File: src/design/assert_macros.svh
// Assertion macros used by the encoder top level.
`ifndef ASSERT_MACROS_SVH
`define ASSERT_MACROS_SVH

// The condition must never hold at a clock edge outside reset.
`define ASSERT_NEVER(label, clk, rst, cond, msg) \
   label: assert property (@(posedge clk) disable iff (rst) !(cond)) else $error(msg);

// Whenever the premise holds, the consequence must hold in the same cycle.
`define ASSERT_IMPLIES(label, clk, rst, pre, post, msg) \
   label: assert property (@(posedge clk) disable iff (rst) (pre) |-> (post)) else $error(msg);

`endif

File: src/design/a85_pkg.sv
// Shared types and constants of the Ascii85 encoder.
package a85_pkg;

   localparam int unsigned CHAR_W      = 7;
   localparam int unsigned BYTE_W      = 8;
   localparam int unsigned HELD_W      = 24;
   localparam int unsigned GROUP_W     = 32;
   localparam int unsigned NDIG_W      = 3;
   localparam int unsigned COUNT_W     = 2;
   localparam logic [NDIG_W-1:0] DIGITS_FULL = 3'd5;

   localparam logic [CHAR_W-1:0] CHAR_LT      = 7'h3C;
   localparam logic [CHAR_W-1:0] CHAR_TILDE   = 7'h7E;
   localparam logic [CHAR_W-1:0] CHAR_GT      = 7'h3E;
   localparam logic [CHAR_W-1:0] CHAR_Z       = 7'h7A;
   localparam logic [CHAR_W-1:0] DIGIT_OFFSET = 7'd33;

   // A group is scaled to a binary fraction of 85^5 with FRAC_W fraction bits.
   // Multiplying that fraction by 85 yields the base-85 digits most significant
   // first; the rounding error stays below one unit of the last digit.
   localparam int unsigned FRAC_W  = 65;
   localparam int unsigned RECIP_W = 33;
   localparam logic [67:0] POW85_5    = 68'd4437053125;
   localparam logic [67:0] RECIP_WIDE = ((68'd1 << FRAC_W) + POW85_5 - 68'd1) / POW85_5;
   localparam logic [RECIP_W-1:0] RECIP_85_5 = RECIP_WIDE[RECIP_W-1:0];

   localparam int unsigned Q_DEPTH = 2;
   localparam int unsigned Q_PTR_W = 1;
   localparam int unsigned Q_CNT_W = 2;

   typedef enum logic [1:0] {
      KIND_NONE,
      KIND_ZERO,
      KIND_DIGITS
   } job_kind_type;

   typedef struct packed {
      logic                open_req;
      job_kind_type        kind;
      logic [GROUP_W-1:0]  group;
      logic [NDIG_W-1:0]   ndig;
      logic                close_req;
   } job_type;

   typedef enum logic [2:0] {
      ST_IDLE,
      ST_OPEN1,
      ST_OPEN2,
      ST_ZERO,
      ST_DIGIT,
      ST_CLOSE1,
      ST_CLOSE2
   } back_state_type;

endpackage

File: src/design/ascii85_encoder_unit.sv
// Ascii85 stream encoder: one byte in per input beat, one character out per output beat.
//
// The req_ channel carries one byte per beat (req_byte_value, qualified by req_has_byte)
// and req_end_of_data, which closes the stream after that beat. The rsp_ channel
// returns one ASCII character per beat; rsp_last_char marks the last character that
// an input beat produced. A beat that opens a stream first yields '<~', every fourth
// byte yields five base-85 digits (or 'z' for an all-zero group), and the closing
// beat flushes a partial group as count+1 digits followed by '~>'.
// The front end gathers bytes and takes a beat every cycle while its two-entry job
// queue has room. The back end pops one job per idle cycle and then emits one
// character per cycle while the receiver takes them: a full group is scaled by the
// reciprocal multiply as its job is popped and then yields its five digits in turn,
// so the sustained input rate is set by the single-character result channel.
// A beat's first character passes the job queue, back-end state and output register.
// Reset (synchronous, active high) empties the queue, drops any gathered bytes and
// marks no stream open. When the receiver stalls, the output register holds its
// character, the back end waits, and once the queue fills req_ready falls.
`include "assert_macros.svh"

module ascii85_encoder_unit import a85_pkg::*; (
   input  logic              clock,
   input  logic              reset,
   input  logic              req_valid,
   output logic              req_ready,
   input  logic [BYTE_W-1:0] req_byte_value,
   input  logic              req_has_byte,
   input  logic              req_end_of_data,
   output logic              rsp_valid,
   input  logic              rsp_ready,
   output logic [CHAR_W-1:0] rsp_out_char,
   output logic              rsp_last_char
);

   // Jobs travel from the front end to the back end through a short queue.
   logic    q_push;
   logic    q_pop;
   logic    q_empty;
   logic    q_full;
   job_type push_job;
   job_type pop_job;

   a85_front u_front (
      .clock           (clock),
      .reset           (reset),
      .req_valid       (req_valid),
      .req_ready       (req_ready),
      .req_byte_value  (req_byte_value),
      .req_has_byte    (req_has_byte),
      .req_end_of_data (req_end_of_data),
      .q_full          (q_full),
      .q_push          (q_push),
      .q_job           (push_job)
   );

   a85_queue u_queue (
      .clock    (clock),
      .reset    (reset),
      .push     (q_push),
      .push_job (push_job),
      .pop      (q_pop),
      .pop_job  (pop_job),
      .empty    (q_empty),
      .full     (q_full)
   );

   // The back end owns the output register, so the receiver never stalls the front end
   // directly.
   a85_back u_back (
      .clock         (clock),
      .reset         (reset),
      .q_empty       (q_empty),
      .q_job         (pop_job),
      .q_pop         (q_pop),
      .rsp_valid     (rsp_valid),
      .rsp_ready     (rsp_ready),
      .rsp_out_char  (rsp_out_char),
      .rsp_last_char (rsp_last_char)
   );

   // The queue is never written while full nor read while empty.
   `ASSERT_NEVER(a_push_full, clock, reset, q_push && q_full, "job pushed into a full queue")
   `ASSERT_NEVER(a_pop_empty, clock, reset, q_pop && q_empty, "job popped from an empty queue")
   // Every emitted character is printable Ascii85 text.
   `ASSERT_IMPLIES(a_char_range, clock, reset, rsp_valid,
      (rsp_out_char >= 7'd33) && (rsp_out_char <= 7'd126), "character out of range")
   // The input side is held off whenever the job queue is full.
   `ASSERT_NEVER(a_ready_full, clock, reset, req_ready && q_full, "input ready with a full queue")

endmodule

File: src/design/a85_front.sv
// Front end: accepts input beats, gathers groups and issues output jobs.
module a85_front import a85_pkg::*; (
   input  logic              clock,
   input  logic              reset,
   input  logic              req_valid,
   output logic              req_ready,
   input  logic [BYTE_W-1:0] req_byte_value,
   input  logic              req_has_byte,
   input  logic              req_end_of_data,
   input  logic              q_full,
   output logic              q_push,
   output job_type           q_job
);

   logic [HELD_W-1:0]  held_bytes_ff, held_bytes_in;
   logic [COUNT_W-1:0] held_count_ff, held_count_in;
   logic               stream_open_ff, stream_open_in;
   logic               accept;
   logic [GROUP_W-1:0] full_group;
   logic [HELD_W-1:0]  held_after;
   logic [COUNT_W-1:0] count_after;

   assign req_ready = !q_full;
   assign accept    = req_valid && req_ready;

   always_comb begin
      q_job.open_req  = !stream_open_ff;
      q_job.kind      = KIND_NONE;
      q_job.group     = '0;
      q_job.ndig      = '0;
      q_job.close_req = req_end_of_data;
      held_after      = held_bytes_ff;
      count_after     = held_count_ff;
      full_group      = {held_bytes_ff, req_byte_value};

      if (req_has_byte) begin
         if (held_count_ff == 2'd3) begin
            q_job.kind  = (full_group == '0) ? KIND_ZERO : KIND_DIGITS;
            q_job.group = full_group;
            q_job.ndig  = DIGITS_FULL;
            held_after  = '0;
            count_after = '0;
         end else begin
            held_after  = {held_bytes_ff[15:0], req_byte_value};
            count_after = held_count_ff + 2'd1;
         end
      end

      // A partial group is zero padded on the right and never becomes 'z'.
      if (req_end_of_data && (count_after != '0)) begin
         q_job.kind = KIND_DIGITS;
         q_job.ndig = {1'b0, count_after} + 3'd1;
         case (count_after)
            2'd1:    q_job.group = {held_after[7:0], 24'h0};
            2'd2:    q_job.group = {held_after[15:0], 16'h0};
            default: q_job.group = {held_after, 8'h0};
         endcase
      end

      if (req_end_of_data) begin
         held_bytes_in  = '0;
         held_count_in  = '0;
         stream_open_in = 1'b0;
      end else begin
         held_bytes_in  = held_after;
         held_count_in  = count_after;
         stream_open_in = 1'b1;
      end

      q_push = accept && (q_job.open_req || (q_job.kind != KIND_NONE) || req_end_of_data);
   end

   always_ff @(posedge clock) begin
      if (reset) begin
         held_bytes_ff  <= '0;
         held_count_ff  <= '0;
         stream_open_ff <= 1'b0;
      end else if (accept) begin
         held_bytes_ff  <= held_bytes_in;
         held_count_ff  <= held_count_in;
         stream_open_ff <= stream_open_in;
      end
   end

endmodule

File: src/design/a85_queue.sv
// Two-entry job queue between the front end and the character generator.
module a85_queue import a85_pkg::*; (
   input  logic    clock,
   input  logic    reset,
   input  logic    push,
   input  job_type push_job,
   input  logic    pop,
   output job_type pop_job,
   output logic    empty,
   output logic    full
);

   job_type              mem_ff [Q_DEPTH];
   logic [Q_PTR_W-1:0]   wr_ptr_ff;
   logic [Q_PTR_W-1:0]   rd_ptr_ff;
   logic [Q_CNT_W-1:0]   count_ff, count_in;

   assign pop_job = mem_ff[rd_ptr_ff];
   assign empty   = (count_ff == '0);
   assign full    = (count_ff == Q_CNT_W'(Q_DEPTH));

   always_comb begin
      count_in = count_ff;
      if (push && !pop) begin
         count_in = count_ff + Q_CNT_W'(1);
      end else if (pop && !push) begin
         count_in = count_ff - Q_CNT_W'(1);
      end
   end

   always_ff @(posedge clock) begin
      if (push) begin
         mem_ff[wr_ptr_ff] <= push_job;
      end
   end

   always_ff @(posedge clock) begin
      if (reset) begin
         wr_ptr_ff <= '0;
         rd_ptr_ff <= '0;
         count_ff  <= '0;
      end else begin
         if (push) begin
            wr_ptr_ff <= wr_ptr_ff + Q_PTR_W'(1);
         end
         if (pop) begin
            rd_ptr_ff <= rd_ptr_ff + Q_PTR_W'(1);
         end
         count_ff <= count_in;
      end
   end

endmodule

File: src/design/a85_back.sv
// Back end: turns jobs into characters, one output beat per cycle while rsp_ready allows.
module a85_back import a85_pkg::*; (
   input  logic              clock,
   input  logic              reset,
   input  logic              q_empty,
   input  job_type           q_job,
   output logic              q_pop,
   output logic              rsp_valid,
   input  logic              rsp_ready,
   output logic [CHAR_W-1:0] rsp_out_char,
   output logic              rsp_last_char
);

   back_state_type       state_ff, state_in;
   job_type              job_ff;
   logic [FRAC_W-1:0]    frac_ff;
   logic [FRAC_W-1:0]    product;
   logic [FRAC_W+6:0]    scaled;
   logic [FRAC_W+6:0]    frac_wide;
   logic [NDIG_W-1:0]    dig_left_ff;
   logic                 out_valid_ff, out_valid_in;
   logic [CHAR_W-1:0]    out_char_ff, out_char_in;
   logic                 out_last_ff, out_last_in;
   logic                 adv;
   logic                 dig_step;

   function automatic back_state_type body_state(input job_type job);
      back_state_type st;
      if (job.kind == KIND_DIGITS) begin
         st = ST_DIGIT;
      end else if (job.kind == KIND_ZERO) begin
         st = ST_ZERO;
      end else if (job.close_req) begin
         st = ST_CLOSE1;
      end else begin
         st = ST_IDLE;
      end
      return st;
   endfunction

   function automatic back_state_type tail_state(input job_type job);
      return job.close_req ? ST_CLOSE1 : ST_IDLE;
   endfunction

   assign rsp_valid     = out_valid_ff;
   assign rsp_out_char  = out_char_ff;
   assign rsp_last_char = out_last_ff;
   assign adv           = !out_valid_ff || rsp_ready;

   // Group scaled to a fraction of 85^5; the next digit is the integer part of frac * 85.
   assign product   = {{(FRAC_W-GROUP_W){1'b0}}, q_job.group}
                    * {{(FRAC_W-RECIP_W){1'b0}}, RECIP_85_5};
   assign frac_wide = {7'b0, frac_ff};
   assign scaled    = (frac_wide << 6) + (frac_wide << 4) + (frac_wide << 2) + frac_wide;

   always_comb begin
      state_in     = state_ff;
      q_pop        = 1'b0;
      dig_step     = 1'b0;
      out_valid_in = out_valid_ff && !rsp_ready;
      out_char_in  = out_char_ff;
      out_last_in  = out_last_ff;

      unique case (state_ff)
         ST_IDLE: begin
            if (!q_empty) begin
               q_pop    = 1'b1;
               state_in = q_job.open_req ? ST_OPEN1 : body_state(q_job);
            end
         end
         ST_OPEN1: begin
            if (adv) begin
               out_valid_in = 1'b1;
               out_char_in  = CHAR_LT;
               out_last_in  = 1'b0;
               state_in     = ST_OPEN2;
            end
         end
         ST_OPEN2: begin
            if (adv) begin
               out_valid_in = 1'b1;
               out_char_in  = CHAR_TILDE;
               out_last_in  = (body_state(job_ff) == ST_IDLE);
               state_in     = body_state(job_ff);
            end
         end
         ST_ZERO: begin
            if (adv) begin
               out_valid_in = 1'b1;
               out_char_in  = CHAR_Z;
               out_last_in  = !job_ff.close_req;
               state_in     = tail_state(job_ff);
            end
         end
         ST_DIGIT: begin
            if (adv) begin
               dig_step     = 1'b1;
               out_valid_in = 1'b1;
               out_char_in  = scaled[FRAC_W+6:FRAC_W] + DIGIT_OFFSET;
               out_last_in  = (dig_left_ff == 3'd1) && !job_ff.close_req;
               if (dig_left_ff == 3'd1) begin
                  state_in = tail_state(job_ff);
               end
            end
         end
         ST_CLOSE1: begin
            if (adv) begin
               out_valid_in = 1'b1;
               out_char_in  = CHAR_TILDE;
               out_last_in  = 1'b0;
               state_in     = ST_CLOSE2;
            end
         end
         ST_CLOSE2: begin
            if (adv) begin
               out_valid_in = 1'b1;
               out_char_in  = CHAR_GT;
               out_last_in  = 1'b1;
               state_in     = ST_IDLE;
            end
         end
         default: begin
            state_in = ST_IDLE;
         end
      endcase
   end

   always_ff @(posedge clock) begin
      if (reset) begin
         state_ff     <= ST_IDLE;
         out_valid_ff <= 1'b0;
      end else begin
         state_ff     <= state_in;
         out_valid_ff <= out_valid_in;
      end
   end

   always_ff @(posedge clock) begin
      out_char_ff <= out_char_in;
      out_last_ff <= out_last_in;
      if (q_pop) begin
         job_ff      <= q_job;
         frac_ff     <= product;
         dig_left_ff <= q_job.ndig;
      end else if (dig_step) begin
         frac_ff     <= scaled[FRAC_W-1:0];
         dig_left_ff <= dig_left_ff - 3'd1;
      end
   end

endmodule
File: config.mk
export PLATFORM = sky130hd
export DESIGN_NAME = ascii85_encoder_unit
export DESIGN_NICKNAME = d
export VERILOG_FILES = /design/src/design/a85_pkg.sv /design/src/design/ascii85_encoder_unit.sv /design/src/design/a85_front.sv /design/src/design/a85_queue.sv /design/src/design/a85_back.sv
export VERILOG_INCLUDE_DIRS = /design/src /design/src/design
export SDC_FILE = /design/constraint.sdc
export NUM_CORES = 2
export LEC_CHECK = 0
export BUFFER_PORTS_ARGS = -buffer_cell sky130_fd_sc_hd__buf_4
export CAP_MARGIN = 5
export CORE_AREA = 5 5 209 312
export DETAILED_ROUTE_END_ITERATION = 10
export DIE_AREA = 0 0 214 317
export PLACE_DENSITY = 0.67
export SYNTH_ARGS = -nofsm -noshare
export SYNTH_HDL_FRONTEND = slang
export SYNTH_SLANG_ARGS = --single-unit
File: constraint.sdc
create_clock -name clock -period 19.65 [get_ports clock]
set_input_delay 1.965 -clock clock [delete_from_list [all_inputs] [get_ports clock]]
set_output_delay 1.965 -clock clock [all_outputs]
set_load 0.05 [all_outputs]
==> out/metrics.yaml <==
status: "finished, violations left"
failed_checks: "DRC"
port_buffers: 23
ys_types: 87
areaGrowthSynthToFinish_pct: 4.60
die_x_um: 214
die_h_um: 317
setup_viol: 0
fin_crit_sh_pct: 47.2
path_delay_family: "adder cells"
holdCritPathClass: "reg -> reg"
synth_compound_area_share_pct: 12.1
nNetsFinal: 4213
wirelength_mm: 100
vias: 23500
rows: 112
avgSynthCellArea_um2: 10.6
drv_cap: 0
critical-path-max-stage-delay_ns: 0.63
grt_usage_pct: 29.7
dieArea_mm2: 0.0678
cts.clk_slew.worst_paths_ns: 0.08
drtIter0Drc: 1548
synth_top_area_share_pct: 37.6
async_flop_share_pct: 0
cp-start-kind: "register"
ant_nets: 0
crit_top_cell: "fa_1"
cts.sinks: 190
syn_area_mm2: 0.0338
fillers: 5424
timing.fmax_mhz: 108
synth.mux.area_fraction_pct: 1.44
yosysWarnings: 0
ios: 24
netlist_instances: 3188
synth-xor-area-share_pct: 3.42
diodes: 0
maxSlewHeadroom_pct: 23.8
fin_worst_skew_ns: 0.0182
critPathMaxFanout: 38
yosys.area.top_type: "fa_1"
cts_setup_buffers: 0
gp_congestion: 1.04
synthSimpleGateAreaFrac_pct: 6.38
clockRootBuffer: "clkbuf_16"
crit_slowest_cell: "mux2i_1"
dpl.hpwl_mm: 89.0
worstPathBufferInverterCount: 5
cts.repair.resized: 0
period_minus_slack_ns: 9.28
cts_max_path_buffers: 2
grt_overflow_total: 0
synth_edf_count: 154
initial_core_util_pct: 54.4
ys.flop_type: "edfxtp_1"
ys_seq_area_share_pct: 15.8
required_ns: 19.87
drc: 1
clk-insertion-delay-late_ns: 0.49
tightestPinTransition_ns: 1.14
postLayoutCoreUtil_pct: 56.9
holdWs_ns: 0.496
fin_setup_tns_ns: 0
path_class: "reg -> reg"
rsz0062_at_grt: "false"
coreArea_mm2: 0.0621
drive_above_1_share_pct: 3.82
synth_top_family_by_area: "adder cells"
wl_per_cell_um: 25.3
grt_antenna_before_repair: 0
fin_cells: 3964
slew_viol_final: 0
synth_area_leaders: "fa_1 (38%), ha_1 (15%), edfxtp_1 (14%), inv_1 (6.8%), a21oi_1 (2.3%)"
ys_ff_latch: 190
cp.arrival_ns: 9.50
cts_hold_buf: 0
endpoint_kind: "register"
synthAdderAreaFrac_pct: 52.9
synthTopCellsByCount: "fa_1 (634), inv_1 (615), ha_1 (412)"
htreeDepth: 4
viasPerCell: 5.92
dp_cells: 3932
yosysMostFrequentCell: "fa_1"
hold_violations: 0
first_global_vias: 25400
dr.pass1.iters: 8
grt_pass1_wl_mm: 152
cts_buffers: 17
grt_max_degree: 57
cts_tree: "built"
==> metal layers <==
metal  vias to the layer above  share of wire (%)  global-route usage, %
met3                       227                3.3                   2.54
met1                     12000                 38                   34.6
li1                      10600                  -                      -
met4                         0                6.5                   16.1
met5                         -                  0                      0
met2                       692                 53                   54.7
==> placed cells by master (no fill, tap or decap), drive strengths merged, types with 21 or more instances in the layout <==
| cell | instances |
|---|---|
| o22ai | 49 |
| mux2i | 24 |
| ha | 412 |
| o21bai | 31 |
| o21ai | 107 |
| a21oi | 158 |
| xor2 | 64 |
| a31oi | 21 |
| nand3 | 23 |
| nand4 | 36 |
| fa | 634 |
| nand2 | 129 |
| mux2 | 22 |
| buf | 32 |
| edfxtp | 154 |
| a21o | 88 |
| nor2 | 127 |
| dfxtp | 36 |
| xnor2 | 68 |
| a22oi | 30 |
| inv | 625 |
==> path summary, 6_finish.rpt <==
kind / startpoint / endpoint / slack, ns / cells after the start
setup / recovery: register / u_back.frac_ff[63]$_DFFE_PP_ / 10.37 / 26
hold / removal: u_front.stream_open_ff$_SDFFE_PP0P_ / u_front.stream_open_ff$_SDFFE_PP0P_ / 0.50 / 2
setup reg to reg: register / u_back.frac_ff[63]$_DFFE_PP_ / 10.37 / 26
hold reg to reg: u_front.stream_open_ff$_SDFFE_PP0P_ / u_front.stream_open_ff$_SDFFE_PP0P_ / 0.50 / 2
==> stage by stage <==
stage | cell area (um2) | worst slack [ns]
after floorplan | 33800 | 11.06
after global placement | 34700 | 10.39
after detailed placement | 34700 | 10.29
after CTS | 35300 | 10.25
after global routing | 35300 | 9.94
final | 35300 | 10.37
==> cells by family after synthesis <==
family	Yosys count
other cells	2
flops	190
fa+ha+maj	1048
mux	46
xor+xnor	132
buf+inv	704
compound gates	619
simple gates	447
==> cell type report <==
type,count,area [um2],share of cell area [%]
Clock buffer,17,425,1.20
Clock inverter,15,201,0.570
Inverter,615,2310,6.53
Multi-Input combinational cell,2297,25800,73.1
Sequential cell,190,5350,15.1
Tap cell,798,998,2.83
Timing Repair Buffer,32,240,0.680
==> worst min-delay path: cells and delay by family (launching register included) <==
family           cells  cell delay [ns]
AO/OA/AOI/OAI        1             0.06
AND/OR/NAND/NOR      1             0.06
flip-flops           1             0.34
==> state kept, by name (all words and copies together), names as in the netlist, named ones only <==
name	cells
u_queue.mem_ff	78
u_back.frac_ff	62
u_front.held_bytes_ff	24
u_back.rsp_out_char	7
u_back.dig_left_ff	3
u_back.job_ff	3
u_back.state_ff	3
u_front.held_count_ff	2
u_queue.count_ff	2
u_back.rsp_last_char	1
u_back.rsp_valid	1
u_front.stream_open_ff	1
u_queue.rd_ptr_ff	1
u_queue.wr_ptr_ff	1
Power is not shown: default switching activity piles up to over one toggle a cycle in this logic, so the estimate is an artifact.
